[src/bilinear_icon_scaler_rounded_unit_defines.svh]
`ifndef BILINEAR_ICON_SCALER_ROUNDED_UNIT_DEFINES_SVH
`define BILINEAR_ICON_SCALER_ROUNDED_UNIT_DEFINES_SVH

// same-cycle implication, held off during reset
`define BISR_ASSERT(label, clk, rst_n, ante, cons, msg) \
	label: assert property (@(posedge clk) disable iff (!rst_n) (ante) |-> (cons)) \
		else $error(msg);

// implication checked in the following cycle
`define BISR_ASSERT_NXT(label, clk, rst_n, ante, cons, msg) \
	label: assert property (@(posedge clk) disable iff (!rst_n) (ante) |=> (cons)) \
		else $error(msg);

`endif

[src/bisr_pkg.sv]
package bisr_pkg;

	localparam int ICON_SIZE     = 64;
	localparam int CORNER_RADIUS = 12;
	localparam int MAX_SRC_DIM   = 128;

	// field widths
	localparam int OUT_W      = 6;
	localparam int SRC_W      = 7;
	localparam int DIM_W      = 8;
	localparam int CH_W       = 8;
	localparam int PIX_W      = 4 * CH_W;
	localparam int IN_DATA_W  = 64;
	localparam int OUT_DATA_W = 4 * CH_W;
	localparam int CFG_IDX_W  = 1;

	// coordinate arithmetic
	localparam int DEN_W    = $clog2(2 * ICON_SIZE);
	localparam int T_W      = OUT_W + 1 + DIM_W;
	localparam int U_W      = T_W - DEN_W;
	localparam int WT8_W    = 9;
	localparam int WT_W     = 2 * WT8_W - 1;
	localparam int WT_FRAC  = 16;
	localparam int WA_W     = 24;
	localparam int SUM_W    = 32;
	localparam int N_W      = SUM_W + 2;
	localparam int D_W      = WA_W + 1;
	localparam int Q_W      = CH_W;
	localparam int COV_W    = 9;
	localparam int KW       = (CORNER_RADIUS > 0) ? $clog2(CORNER_RADIUS + 1) : 1;

	// source banks, split by column and row parity
	localparam int BANK_DIM   = MAX_SRC_DIM / 2;
	localparam int BH_W       = $clog2(BANK_DIM);
	localparam int BA_W       = 2 * BH_W;
	localparam int BANK_DEPTH = BANK_DIM * BANK_DIM;

	// result queue
	localparam int QDEPTH = 16;
	localparam int QP_W   = $clog2(QDEPTH);
	localparam int QC_W   = QP_W + 1;

	localparam logic KIND_LOAD   = 1'b0;
	localparam logic KIND_SAMPLE = 1'b1;

	localparam logic [CFG_IDX_W-1:0] CFG_SRC_WIDTH  = 1'd0;
	localparam logic [CFG_IDX_W-1:0] CFG_SRC_HEIGHT = 1'd1;

	typedef logic [0:CORNER_RADIUS][0:CORNER_RADIUS][COV_W-1:0] cov_tab_t;

	typedef struct packed {
		logic             px0;
		logic             px1;
		logic             py0;
		logic             py1;
		logic [WT8_W-1:0] tx;
		logic [WT8_W-1:0] ty;
		logic [COV_W-1:0] cov;
	} samp_ctl_t;

	typedef struct packed {
		logic [2:0][N_W-1:0] num;
		logic [D_W-1:0]      den;
		logic [CH_W-1:0]     alpha;
		logic                zero;
	} div_in_t;

	typedef struct packed {
		logic [CH_W-1:0] blue;
		logic [CH_W-1:0] green;
		logic [CH_W-1:0] red;
		logic [CH_W-1:0] alpha;
	} result_t;

	function automatic longint unsigned isqrt_round(longint unsigned n);
		longint unsigned r;
		longint unsigned b;
		longint unsigned m;
		r = 0;
		m = n;
		b = 64'd1 << 62;
		while (b > m) b = b >> 2;
		while (b != 0) begin
			if (m >= r + b) begin
				m = m - (r + b);
				r = (r >> 1) + b;
			end else begin
				r = r >> 1;
			end
			b = b >> 2;
		end
		if (m > r) r = r + 1;
		return r;
	endfunction

	// coverage by corner distance index on each axis; index k stands for 2k-1 half pixels
	function automatic cov_tab_t build_cov();
		cov_tab_t t;
		longint   dx;
		longint   dy;
		longint   rad8;
		longint   c;
		for (int i = 0; i <= CORNER_RADIUS; i++) begin
			for (int j = 0; j <= CORNER_RADIUS; j++) begin
				dx = (i == 0) ? 0 : 2 * i - 1;
				dy = (j == 0) ? 0 : 2 * j - 1;
				rad8 = longint'(isqrt_round(longint'(dx * dx + dy * dy) * 16384));
				c = 128 * (2 * CORNER_RADIUS + 1) - rad8;
				if (c < 0) c = 0;
				if (c > 256) c = 256;
				t[i][j] = COV_W'(c);
			end
		end
		return t;
	endfunction

	localparam cov_tab_t COV_TAB = build_cov();

	localparam logic [OUT_W+1:0] COV_LO = (OUT_W + 2)'(2 * CORNER_RADIUS);
	localparam logic [OUT_W+1:0] COV_HI = (OUT_W + 2)'(2 * ICON_SIZE - 2 * CORNER_RADIUS);

	function automatic logic [KW-1:0] axis_idx(logic [OUT_W-1:0] o);
		logic [OUT_W+1:0] p;
		logic [OUT_W+1:0] d;
		logic [OUT_W+1:0] h;
		p = {1'b0, o, 1'b1};
		if (p < COV_LO) d = COV_LO - p;
		else if (p > COV_HI) d = p - COV_HI;
		else d = '0;
		h = (d + 1'b1) >> 1;
		return h[KW-1:0];
	endfunction

endpackage

[src/bisr_addr.sv]
module bisr_addr
	import bisr_pkg::*;
(
	input  logic [OUT_W-1:0]          out_col,
	input  logic [OUT_W-1:0]          out_row,
	input  logic [DIM_W-1:0]          src_width,
	input  logic [DIM_W-1:0]          src_height,
	output samp_ctl_t                 ctl,
	output logic [3:0][BA_W-1:0]      rd_addr
);

	typedef struct packed {
		logic [SRC_W-1:0] i0;
		logic [SRC_W-1:0] i1;
		logic [WT8_W-1:0] w;
	} axis_t;

	function automatic logic [DIM_W-1:0] eff_dim(logic [DIM_W-1:0] r);
		if (r == '0) return DIM_W'(1);
		if (r > DIM_W'(MAX_SRC_DIM)) return DIM_W'(MAX_SRC_DIM);
		return r;
	endfunction

	// t = (2*out+1)*dim + ICON_SIZE; upper bits are base+1, lower bits the fraction
	function automatic axis_t locate(logic [OUT_W-1:0] o, logic [DIM_W-1:0] d);
		axis_t            a;
		logic [T_W-1:0]   t;
		logic [U_W-1:0]   u;
		logic [U_W-1:0]   dm1;
		logic [U_W-1:0]   v0;
		logic [U_W-1:0]   v1;
		logic [DEN_W-1:0] fr;
		logic [DEN_W+8:0] wn;
		t = T_W'({o, 1'b1}) * T_W'(d) + T_W'(ICON_SIZE);
		u = t[T_W-1:DEN_W];
		fr = t[DEN_W-1:0];
		wn = (DEN_W + 9)'({fr, 8'd0}) + (DEN_W + 9)'(ICON_SIZE);
		dm1 = U_W'(d) - 1'b1;
		v1 = (u < dm1) ? u : dm1;
		if (u == '0) v0 = '0;
		else v0 = ((u - 1'b1) < dm1) ? u - 1'b1 : dm1;
		a.i0 = v0[SRC_W-1:0];
		a.i1 = v1[SRC_W-1:0];
		a.w = wn[DEN_W+8:DEN_W];
		return a;
	endfunction

	axis_t xa;
	axis_t ya;
	logic [1:0][BH_W-1:0] xh;
	logic [1:0][BH_W-1:0] yh;

	assign xa = locate(out_col, eff_dim(src_width));
	assign ya = locate(out_row, eff_dim(src_height));

	// each parity bank serves whichever neighbor has that parity
	always_comb begin
		xh[0] = (xa.i0[0] == 1'b0) ? xa.i0[SRC_W-1:1] : xa.i1[SRC_W-1:1];
		xh[1] = (xa.i0[0] == 1'b1) ? xa.i0[SRC_W-1:1] : xa.i1[SRC_W-1:1];
		yh[0] = (ya.i0[0] == 1'b0) ? ya.i0[SRC_W-1:1] : ya.i1[SRC_W-1:1];
		yh[1] = (ya.i0[0] == 1'b1) ? ya.i0[SRC_W-1:1] : ya.i1[SRC_W-1:1];
		rd_addr[0] = {yh[0], xh[0]};
		rd_addr[1] = {yh[0], xh[1]};
		rd_addr[2] = {yh[1], xh[0]};
		rd_addr[3] = {yh[1], xh[1]};
	end

	always_comb begin
		ctl.px0 = xa.i0[0];
		ctl.px1 = xa.i1[0];
		ctl.py0 = ya.i0[0];
		ctl.py1 = ya.i1[0];
		ctl.tx = xa.w;
		ctl.ty = ya.w;
		ctl.cov = COV_TAB[axis_idx(out_col)][axis_idx(out_row)];
	end

endmodule

[config.mk]
export PLATFORM = sky130hd
export DESIGN_NAME = bisr_addr
export DESIGN_NICKNAME = d
export VERILOG_FILES = /design/src/bilinear_icon_scaler_rounded_unit_defines.svh /design/src/bisr_pkg.sv /design/src/bisr_addr.sv
export SDC_FILE = /design/constraint.sdc
export NUM_CORES = 1
export LEC_CHECK = 0
export BUFFER_PORTS_ARGS = -buffer_cell sky130_fd_sc_hd__buf_4
export CAP_MARGIN = 40
export CORE_ASPECT_RATIO = 1.25
export CORE_MARGIN = 4
export CORE_UTILIZATION = 50
export DETAILED_ROUTE_END_ITERATION = 8
export PLACE_DENSITY = 0.8
export SLEW_MARGIN = 20
export SYNTH_ARGS = -nofsm -noshare
export SYNTH_HDL_FRONTEND = slang
export SYNTH_SLANG_ARGS = --single-unit
[constraint.sdc]
create_clock -name vclk -period 11.05
set_input_delay 2.21 -clock vclk [all_inputs]
set_output_delay 2.21 -clock vclk [all_outputs]
set_load 0.01 [all_outputs]
==> results.yml <==
cells_and_area:
  seqCellArea_sq_um: 0
  antennaDiodeCount: 0
  clockBufferCount: 0
  drive_gt1_share_pct: 29.6
  numSequentialCells: 0
  syn_to_final_growth_pct: 25.3
  fin_util_pct: 64.7
  nets: 1299
  fillCellCount: 1154
pwr:
  clockPowerShare_pct: 0
  p_int_w: 0.00121
  swShare_pct: 50.6
  p_switching_w: 0.00124
  p_total_w: 0.00244
  leakagePower_nw: 4.56
  p_seq_share_pct: 0
  ir_drop_mv: 0.632
  comb_power_share_pct: 100.0
  powerDensity_nw_per_um2: 270
routing:
  vias: 7394
  initialDrtViolationCount: 368
  dr.pass1.iters: 5
  remaining_drc_errors: 0
  viasPerCell: 5.86
  drtAntennaViolNets: 0
  wl_per_cell_um: 15.7
  routed_wl_mm: 19.9
timing:
  drv_slew: 0
  slew_headroom_pct: 49.2
  setup-violations-final: 2
  fin_ws_ns: -0.0226
  period_needed_ns: 11.07
  fin_crit_sh_pct: 100
  rsz0062_at_grt: "true"
  fmax_ghz: 0.0903
  tightest_slew_ns: 0.752
  final-hold-violation-count: 0
setup_path:
  crit_slowest_cell: "or4_4"
  cp.arrival_ns: 8.86
  critPathLaunchType: "primary input"
  required_ns: 8.84
  worstSetupPathType: "primary input to output port"
  path_common_cell: "inv_2"
  worst_path_largest_cell_delay_ns: 0.55
  cp-end-kind: "output port"
  crit_fanout: 6
die:
  rows: 48
  core-area_sq_um: 14000
  dieArea_sq_um: 16400
  die_h_um: 142
  io_pins: 107
  initial_utilization_pct: 51.6
  dieWidth_um: 115
yosys:
  yosysUniqueCellTypes: 81
  yosysTopAreaCell: "ha_1"
  yosysSeqAreaShare_pct: 0
  synth_area_per_cell_sq_um: 7.62
  syn_area_sq_um: 7220
  synth_top_area_share_pct: 21.1
  ys_warn_count: 0
  synthTopCellsByArea: "ha_1 21%, fa_1 17%, inv_1 5.6%"
  synth_cells: 948
place:
  pre_cts_ws_ns: -0.0629
  portBuffers: 103
  place_congestion: 0.932
  hpwl_mm: 16.1
global_routing:
  grt_max_degree: 18
  grt_pass1_vias: 6961
  grt_pass1_wl_mm: 31.8
  antenna_found_initial: 0
  grt_usage_pct: 22.5
  overflow: 0
outcome:
  outcome: "finished with violations"
  violations: "negative setup slack"
min_path:
  hold_depth: 4
  hold_path.class: "primary input to output port"
clock_network:
  cts_hold_buf: 0
run:
  drv_cap: 0
-- cell usage in the layout, fill, tap and decap left out, types with 28 or more instances in the layout --
cell,n
buf_4,192
ha_1,109
inv_1,101
nand2_1,100
fa_1,56
nor2_1,46
and2_1,45
a21oi_1,37
o21ai_0,28
-- critical path: cells and delay by family --
| family | cells | cell delay [ns] |
|---|---|---|
| AO/OA/AOI/OAI | 8 | 1.80 |
| XOR/XNOR | 1 | 0.21 |
| adder cells (fa/ha/maj) | 7 | 2.57 |
| AND/OR/NAND/NOR | 8 | 1.55 |
| buffers and inverters | 6 | 0.52 |
-- worst paths after layout --
check | startpoint | endpoint | slack (ns)
hold / removal | src_height[2] | ctl[10] | 4.96
setup / recovery | src_height[6] | rd_addr[44] | -0.02
-- routing by layer --
layer	vias up	global-route usage, %	wire (um)
met5	-	0	0
met4	0	3.52	363
met3	35	0.468	926
met2	242	43.4	10700
met1	3549	28.0	7850
li1	3568	-	-
-- repair_timing --
action,4_1_cts,5_1_grt
pin swaps,8,33
endpoints found under the hold margin,0,0
endpoints found under the setup margin,8,49
cloned,0,0
buffers inserted,2,23
gates resized for setup,0,76
-- cell families (layout without fill, tap and decap cells) --
group           count (synthesis)  count (layout)  share of synthesized area, %
compound gates                222             222                          22.4
other cells                     2               8                         0.104
buf+inv                       173             306                          10.7
mux                            18              18                          2.62
fa+ha+maj                     183             183                          37.9
simple gates                  315             315                          22.0
xor+xnor                       35              35                          4.24
-- power groups by stage --
stage	logic, W	clock network, W	registers, W
floorplan	0.00151	0	0
global placement	0.00217	0	0
detailed placement	0.00220	0	0
CTS	0.00222	0	0
global route	0.00265	0	0
finish	0.00244	0	0
-- Yosys cell counts (7+ instances only) --
cell / instances
a211oi_1: 10
a21o_1: 17
a21oi_1: 50
a22oi_1: 7
and2_1: 49
buf_4: 29
clkbuf_1: 28
fa_1: 60
ha_1: 122
inv_1: 108
mux2_2: 7
mux2i_1: 11
nand2_1: 102
nand3_1: 18
nor2_1: 50
nor2b_1: 17
nor3_1: 22
o211ai_1: 12
o21a_1: 12
o21ai_0: 34
o22ai_1: 7
or2_2: 7
or3_1: 11
xnor2_1: 20
xor2_1: 15
-- cell type report --
type,instances,area (sq um),area share (%)
inverters,110,415,4.59
multi-input cells,781,6930,76.6
repair buffers,196,1490,16.4
well taps,175,219,2.42
-- stage by stage --
| step | std cells | area (sq um) | TNS [ns] | hold WS, ns |
|---|---|---|---|---|
| after CTS | 1240 | 8550 | 0 | 4.95 |
| after global routing | 1262 | 9050 | -2.86 | 4.97 |
| after detailed placement | 1238 | 8540 | -0.199 | 4.95 |
| after floorplan | 954 | 7390 | -0.00890 | 4.51 |
| final | 1262 | 9050 | -0.0450 | 4.96 |
| after global placement | 1238 | 8540 | 0 | 4.95 |
No activity file was read; power rests on OpenSTA's default activity.
