[src/bilinear_icon_scaler_rounded_unit_defines.svh]
`ifndef BILINEAR_ICON_SCALER_ROUNDED_UNIT_DEFINES_SVH
`define BILINEAR_ICON_SCALER_ROUNDED_UNIT_DEFINES_SVH

// same-cycle implication, held off during reset
`define BISR_ASSERT(label, clk, rst_n, ante, cons, msg) \
	label: assert property (@(posedge clk) disable iff (!rst_n) (ante) |-> (cons)) \
		else $error(msg);

// implication checked in the following cycle
`define BISR_ASSERT_NXT(label, clk, rst_n, ante, cons, msg) \
	label: assert property (@(posedge clk) disable iff (!rst_n) (ante) |=> (cons)) \
		else $error(msg);

`endif

[src/bisr_pkg.sv]
package bisr_pkg;

	localparam int ICON_SIZE     = 64;
	localparam int CORNER_RADIUS = 12;
	localparam int MAX_SRC_DIM   = 128;

	// field widths
	localparam int OUT_W      = 6;
	localparam int SRC_W      = 7;
	localparam int DIM_W      = 8;
	localparam int CH_W       = 8;
	localparam int PIX_W      = 4 * CH_W;
	localparam int IN_DATA_W  = 64;
	localparam int OUT_DATA_W = 4 * CH_W;
	localparam int CFG_IDX_W  = 1;

	// coordinate arithmetic
	localparam int DEN_W    = $clog2(2 * ICON_SIZE);
	localparam int T_W      = OUT_W + 1 + DIM_W;
	localparam int U_W      = T_W - DEN_W;
	localparam int WT8_W    = 9;
	localparam int WT_W     = 2 * WT8_W - 1;
	localparam int WT_FRAC  = 16;
	localparam int WA_W     = 24;
	localparam int SUM_W    = 32;
	localparam int N_W      = SUM_W + 2;
	localparam int D_W      = WA_W + 1;
	localparam int Q_W      = CH_W;
	localparam int COV_W    = 9;
	localparam int KW       = (CORNER_RADIUS > 0) ? $clog2(CORNER_RADIUS + 1) : 1;

	// source banks, split by column and row parity
	localparam int BANK_DIM   = MAX_SRC_DIM / 2;
	localparam int BH_W       = $clog2(BANK_DIM);
	localparam int BA_W       = 2 * BH_W;
	localparam int BANK_DEPTH = BANK_DIM * BANK_DIM;

	// result queue
	localparam int QDEPTH = 16;
	localparam int QP_W   = $clog2(QDEPTH);
	localparam int QC_W   = QP_W + 1;

	localparam logic KIND_LOAD   = 1'b0;
	localparam logic KIND_SAMPLE = 1'b1;

	localparam logic [CFG_IDX_W-1:0] CFG_SRC_WIDTH  = 1'd0;
	localparam logic [CFG_IDX_W-1:0] CFG_SRC_HEIGHT = 1'd1;

	typedef logic [0:CORNER_RADIUS][0:CORNER_RADIUS][COV_W-1:0] cov_tab_t;

	typedef struct packed {
		logic             px0;
		logic             px1;
		logic             py0;
		logic             py1;
		logic [WT8_W-1:0] tx;
		logic [WT8_W-1:0] ty;
		logic [COV_W-1:0] cov;
	} samp_ctl_t;

	typedef struct packed {
		logic [2:0][N_W-1:0] num;
		logic [D_W-1:0]      den;
		logic [CH_W-1:0]     alpha;
		logic                zero;
	} div_in_t;

	typedef struct packed {
		logic [CH_W-1:0] blue;
		logic [CH_W-1:0] green;
		logic [CH_W-1:0] red;
		logic [CH_W-1:0] alpha;
	} result_t;

	function automatic longint unsigned isqrt_round(longint unsigned n);
		longint unsigned r;
		longint unsigned b;
		longint unsigned m;
		r = 0;
		m = n;
		b = 64'd1 << 62;
		while (b > m) b = b >> 2;
		while (b != 0) begin
			if (m >= r + b) begin
				m = m - (r + b);
				r = (r >> 1) + b;
			end else begin
				r = r >> 1;
			end
			b = b >> 2;
		end
		if (m > r) r = r + 1;
		return r;
	endfunction

	// coverage by corner distance index on each axis; index k stands for 2k-1 half pixels
	function automatic cov_tab_t build_cov();
		cov_tab_t t;
		longint   dx;
		longint   dy;
		longint   rad8;
		longint   c;
		for (int i = 0; i <= CORNER_RADIUS; i++) begin
			for (int j = 0; j <= CORNER_RADIUS; j++) begin
				dx = (i == 0) ? 0 : 2 * i - 1;
				dy = (j == 0) ? 0 : 2 * j - 1;
				rad8 = longint'(isqrt_round(longint'(dx * dx + dy * dy) * 16384));
				c = 128 * (2 * CORNER_RADIUS + 1) - rad8;
				if (c < 0) c = 0;
				if (c > 256) c = 256;
				t[i][j] = COV_W'(c);
			end
		end
		return t;
	endfunction

	localparam cov_tab_t COV_TAB = build_cov();

	localparam logic [OUT_W+1:0] COV_LO = (OUT_W + 2)'(2 * CORNER_RADIUS);
	localparam logic [OUT_W+1:0] COV_HI = (OUT_W + 2)'(2 * ICON_SIZE - 2 * CORNER_RADIUS);

	function automatic logic [KW-1:0] axis_idx(logic [OUT_W-1:0] o);
		logic [OUT_W+1:0] p;
		logic [OUT_W+1:0] d;
		logic [OUT_W+1:0] h;
		p = {1'b0, o, 1'b1};
		if (p < COV_LO) d = COV_LO - p;
		else if (p > COV_HI) d = p - COV_HI;
		else d = '0;
		h = (d + 1'b1) >> 1;
		return h[KW-1:0];
	endfunction

endpackage

[src/bisr_div.sv]
module bisr_div
	import bisr_pkg::*;
(
	input  logic    clk,
	input  logic    arst_n,
	input  logic    in_v,
	input  div_in_t din,
	output logic    out_v,
	output result_t res
);

	typedef struct packed {
		logic [2:0][N_W-1:0] rem;
		logic [2:0][Q_W-1:0] quo;
		logic [D_W-1:0]      den;
		logic [CH_W-1:0]     alpha;
		logic                zero;
	} dstg_t;

	// one quotient bit per stage; quotient never exceeds 255 since color <= 255 * alpha
	dstg_t [Q_W-1:0] stg_q;
	dstg_t [Q_W-1:0] nxt;
	logic  [Q_W-1:0] v_q;

	always_comb begin
		dstg_t          src;
		logic [N_W-1:0] dsh;
		for (int k = 0; k < Q_W; k++) begin
			if (k == 0) begin
				src.rem = din.num;
				src.quo = '0;
				src.den = din.den;
				src.alpha = din.alpha;
				src.zero = din.zero;
			end else begin
				src = stg_q[k-1];
			end
			dsh = N_W'(src.den) << (Q_W - 1 - k);
			nxt[k] = src;
			for (int c = 0; c < 3; c++) begin
				if (src.rem[c] >= dsh) begin
					nxt[k].rem[c] = src.rem[c] - dsh;
					nxt[k].quo[c][Q_W-1-k] = 1'b1;
				end
			end
		end
	end

	always_ff @(posedge clk) begin
		stg_q <= nxt;
	end

	always_ff @(posedge clk or negedge arst_n) begin
		if (!arst_n) begin
			v_q <= '0;
		end else begin
			v_q <= {v_q[Q_W-2:0], in_v};
		end
	end

	always_comb begin
		res.alpha = stg_q[Q_W-1].alpha;
		res.red = stg_q[Q_W-1].zero ? '0 : stg_q[Q_W-1].quo[0];
		res.green = stg_q[Q_W-1].zero ? '0 : stg_q[Q_W-1].quo[1];
		res.blue = stg_q[Q_W-1].zero ? '0 : stg_q[Q_W-1].quo[2];
	end

	assign out_v = v_q[Q_W-1];

endmodule

[config.mk]
export PLATFORM = sky130hd
export DESIGN_NAME = bisr_div
export DESIGN_NICKNAME = d
export VERILOG_FILES = /design/src/bilinear_icon_scaler_rounded_unit_defines.svh /design/src/bisr_pkg.sv /design/src/bisr_div.sv
export SDC_FILE = /design/constraint.sdc
export NUM_CORES = 2
export LEC_CHECK = 0
export ABC_CLOCK_PERIOD_IN_PS = 5600
export BUFFER_PORTS_ARGS = -buffer_cell sky130_fd_sc_hd__buf_2
export CAP_MARGIN = 20
export CORE_ASPECT_RATIO = 0.9
export CORE_MARGIN = 1.5
export CORE_UTILIZATION = 50
export DETAILED_ROUTE_END_ITERATION = 16
export PLACE_DENSITY = 0.78
export SYNTH_ARGS = -nofsm -noshare
export SYNTH_HDL_FRONTEND = slang
export SYNTH_SLANG_ARGS = --single-unit
[constraint.sdc]
create_clock -name clk -period 5.6 [get_ports clk]
set_input_delay 0.56 -clock clk [delete_from_list [all_inputs] [get_ports clk]]
set_output_delay 0.56 -clock clk [all_outputs]
set_load 0.1 [all_outputs]
==> impl_metrics.xml <==
<?xml version="1.0" encoding="UTF-8"?>
<metrics>
  <group name="clock_tree">
    <metric name="cts.reportedPaths.clkPinSlew" unit="ns">0.06</metric>
    <metric name="htreeDepth" unit="">3</metric>
    <metric name="number_of_gates_given_a_new_drive_strength_after_cts" unit="">0</metric>
    <metric name="clk_root_buffer_cell" unit="">sky130_fd_sc_hd__clkbuf_16</metric>
    <metric name="tritoncts" unit="">built</metric>
    <metric name="clk_latency" unit="ns">0.74</metric>
    <metric name="cts.sink_count" unit="">1077</metric>
    <metric name="clock_tree.buffer_depth" unit="">3</metric>
    <metric name="cts-buffers-inserted" unit="">112</metric>
  </group>
  <group name="sta">
    <metric name="grt_setup_unrepaired" unit="">false</metric>
    <metric name="slew_headroom" unit="%">24.2</metric>
    <metric name="final.setup.tns" unit="ns">0</metric>
    <metric name="final.min_clock_period" unit="ns">4.00</metric>
    <metric name="tightestPinTransition" unit="ns">1.12</metric>
    <metric name="fin_crit_sh" unit="%">71.5</metric>
    <metric name="top_achievable_clock_speed" unit="MHz">250</metric>
    <metric name="fin_max_slew_vios" unit="">0</metric>
    <metric name="setup_viol_count_final" unit="">0</metric>
    <metric name="finalHoldViolations" unit="">0</metric>
    <metric name="final.setup_skew" unit="ns">0.0301</metric>
  </group>
  <group name="placed_design">
    <metric name="place_congestion" unit="">1.02</metric>
    <metric name="place.detailed.hpwl" unit="mm">153</metric>
    <metric name="buffer_ports.inserted" unit="">171</metric>
  </group>
  <group name="yosys">
    <metric name="synth_enable_flop_cells" unit="">0</metric>
    <metric name="ys_top_cells_by_area" unit="">sky130_fd_sc_hd__dfxtp_1 (36%), sky130_fd_sc_hd__ha_1 (13%), sky130_fd_sc_hd__a21oi_1 (5.8%), sky130_fd_sc_hd__xnor2_1 (4.3%), sky130_fd_sc_hd__o21ai_0 (3.9%)</metric>
    <metric name="synth.cell_area" unit="um2">58800</metric>
    <metric name="yosys_top_cell_by_area" unit="">sky130_fd_sc_hd__dfxtp_1</metric>
    <metric name="synth_seq_cells" unit="">1077</metric>
    <metric name="netlist.area_leader.share" unit="%">36.4</metric>
    <metric name="synthFlopType" unit="">sky130_fd_sc_hd__dfxtp_1</metric>
    <metric name="synth-compound-area-share" unit="%">20.9</metric>
    <metric name="synth-simple-area-share" unit="%">15.3</metric>
    <metric name="yosys.area_share.adder" unit="%">13.5</metric>
    <metric name="postSynthCellCount" unit="">6711</metric>
    <metric name="synth.lib_cells_used.distinct" unit="">95</metric>
    <metric name="synth_xor_xnor_area_share" unit="%">7.15</metric>
    <metric name="yosysSeqAreaShare" unit="%">36.7</metric>
    <metric name="yosys_warnings" unit="">0</metric>
    <metric name="synth.area.mux_share" unit="%">2.58</metric>
    <metric name="synth_top_family_by_area" unit="">compound AO/OA/AOI/OAI gates</metric>
    <metric name="syn-num-nets" unit="">7471</metric>
    <metric name="asyncSetResetFlopFracSynth" unit="%">0.743</metric>
    <metric name="syn_avg_cell_area" unit="um2">8.76</metric>
  </group>
  <group name="route">
    <metric name="avgViaCountPerCell" unit="">5.75</metric>
    <metric name="drt_pass1_iterations" unit="">8</metric>
    <metric name="totalWireLength" unit="mm">187</metric>
    <metric name="routed_wire_length_per_instance" unit="um">21.8</metric>
    <metric name="route.detailed.drc" unit="">0</metric>
    <metric name="detail-route-antenna-nets" unit="">0</metric>
    <metric name="route.vias.total" unit="">49400</metric>
    <metric name="drt-initial-drc-count" unit="">3822</metric>
  </group>
  <group name="setup_path">
    <metric name="worst-setup-path-type" unit="">reg2reg</metric>
    <metric name="cpLargestDelayFamily" unit="">buffers and inverters</metric>
    <metric name="cpMaxStageDelayCell" unit="">sky130_fd_sc_hd__inv_1</metric>
    <metric name="cp-start-kind" unit="">flip-flop</metric>
    <metric name="cp_slowest_stage_delay" unit="ns">0.72</metric>
    <metric name="crit_required" unit="ns">6.20</metric>
    <metric name="path_buf_inv" unit="">3</metric>
    <metric name="end_kind" unit="">flip-flop</metric>
    <metric name="crit_path_cell_trace" unit="">inv_1 -&gt; ha_1 -&gt; and2_1 -&gt; nand3_1 -&gt; or4_1 -&gt; o21ai_0 -&gt; or3_1 -&gt; o21ai_0 -&gt; inv_1 -&gt; buf_4 -&gt; mux2_2</metric>
    <metric name="worstPathArrival" unit="ns">4.60</metric>
    <metric name="cp_max_fo" unit="">33</metric>
  </group>
  <group name="pwr">
    <metric name="power.density" unit="nW/um2">592</metric>
    <metric name="vdd_ir_drop_max" unit="uV">288</metric>
    <metric name="power_leakage" unit="nW">29.1</metric>
  </group>
  <group name="flow_run">
    <metric name="max_cap_viol_count" unit="">0</metric>
  </group>
  <group name="global_route">
    <metric name="global_route.overflow_total" unit="">0</metric>
    <metric name="track_usage" unit="%">30.7</metric>
    <metric name="via_count_of_the_first_global_routing_pass" unit="">47700</metric>
    <metric name="grt_max_degree" unit="">57</metric>
    <metric name="number_of_antenna_violations_at_the_first_check_in_global_routing" unit="">0</metric>
    <metric name="grt_pass1_wl" unit="mm">281</metric>
  </group>
  <group name="floorplan">
    <metric name="die_w" unit="um">365</metric>
    <metric name="placeableCoreArea" unit="um2">117000</metric>
    <metric name="dieArea" unit="um2">120000</metric>
    <metric name="placement_rows" unit="">119</metric>
    <metric name="pin_count" unit="">172</metric>
    <metric name="floorplan.die.height" unit="um">328</metric>
    <metric name="start_util" unit="%">50.3</metric>
  </group>
  <group name="cells_and_area">
    <metric name="area.growth.synth_to_final" unit="%">11.8</metric>
    <metric name="final_nets" unit="">7674</metric>
    <metric name="layout.cells.most_common_list" unit="">sky130_fd_sc_hd__dfxtp_1 (1068), sky130_fd_sc_hd__a21oi_1 (676), sky130_fd_sc_hd__ha_1 (600)</metric>
    <metric name="final_core_util" unit="%">56.3</metric>
    <metric name="layout.cells.most_common" unit="">sky130_fd_sc_hd__dfxtp_1</metric>
    <metric name="layout-drive-gt1-share" unit="%">8.58</metric>
  </group>
  <group name="run_status">
    <metric name="status" unit="">completed</metric>
  </group>
  <group name="worst_hold_path">
    <metric name="min-delay-path-class" unit="">in2reg</metric>
  </group>
</metrics>
==> report_power, final <==
part	internal, W	switching, W
sequential	0.0103	0.00209
clock	0.00459	0.00335
combinational	0.00812	0.0105
total	0.0230	0.0159
==> per-layer routing <==
metal	wire, um	vias to the layer above	GRT usage, %
li1	-	24400	-
met4	14800	0	20.8
met3	9180	381	3.47
met2	82800	1743	49.8
met1	80300	22800	38.4
met5	0	-	0
==> cells by family after synthesis <==
| family | after synthesis |
|---|---|
| adder cells (fa/ha/maj) | 621 |
| XOR/XNOR | 480 |
| multiplexers | 136 |
| AND/OR/NAND/NOR | 1838 |
| flip-flops | 1077 |
| buffers and inverters | 581 |
| AO/OA/AOI/OAI | 1978 |
==> Yosys cell counts, types with 96 or more instances <==
master and number:
sky130_fd_sc_hd__dfxtp_1 1069, sky130_fd_sc_hd__a21oi_1 676, sky130_fd_sc_hd__ha_1 600, sky130_fd_sc_hd__nor2_1 497
sky130_fd_sc_hd__nand2_1 492, sky130_fd_sc_hd__o21ai_0 454, sky130_fd_sc_hd__inv_1 412, sky130_fd_sc_hd__xnor2_1 289
sky130_fd_sc_hd__a21o_1 262, sky130_fd_sc_hd__xor2_1 191, sky130_fd_sc_hd__nand3_1 125, sky130_fd_sc_hd__mux2_2 124
sky130_fd_sc_hd__clkbuf_1 112, sky130_fd_sc_hd__nor2b_1 109, sky130_fd_sc_hd__nand4_1 103, sky130_fd_sc_hd__nor3_1 96
==> sequential cells by signal, indices dropped and copies added (netlist names) <==
name,cells
res,8
stg_q,739
v_q,8
nxt,322
==> final cells by class <==
class                           instances  area, um2
Antenna cell                            1       2.50
Inverter                              422       1580
Tap cell                             1573       1970
Clock inverter                         81        943
Sequential cell                      1077      21600
Multi-Input combinational cell       5053      35000
Fill cell                           10400      51100
Clock buffer                          133       3040
Timing Repair Buffer                  248       1580
==> timing repair <==
item / CTS / global route
setup buffers: 0 / 0
hold endpoints to repair: 62 / 0
hold buffers: 55 / 0
==> per-stage QoR <==
| step | worst slack (ns) | power (W) | hold WS, ns | instance area, um2 | instances |
|---|---|---|---|---|---|
| floorplan | 2.42 | 0.0259 | 0.264 | 58800 | 6711 |
| global placement | 1.70 | 0.0304 | 0.310 | 61200 | 8317 |
| detailed placement | 1.65 | 0.0306 | 0.312 | 61200 | 8317 |
| CTS | 1.62 | 0.0387 | 0.00728 | 65800 | 8586 |
| global route | 1.29 | 0.0416 | 0.0225 | 65800 | 8587 |
| finish | 1.60 | 0.0390 | 0.0605 | 65800 | 8588 |
==> worst paths after layout <==
kind | startpoint | endpoint | slack, ns | depth (start not counted)
min in group asynchronous | arst_n | v_q[0]$_DFF_PN0_ | 0.20 | 2
max in group asynchronous | arst_n | v_q[7]$_DFF_PN0_ | 5.22 | 2
worst max register to register | nxt[349]$_DFF_P_ | stg_q[457]$_DFF_P_ | 1.60 | 11
worst min-delay path | din[10] | nxt[170]$_DFF_P_ | 0.06 | 1
worst min register to register | nxt[964]$_DFF_P_ | nxt[1124]$_DFF_P_ | 0.31 | 0
worst max-delay path | nxt[349]$_DFF_P_ | stg_q[457]$_DFF_P_ | 1.60 | 11
Power figures use the tool's default switching activity.
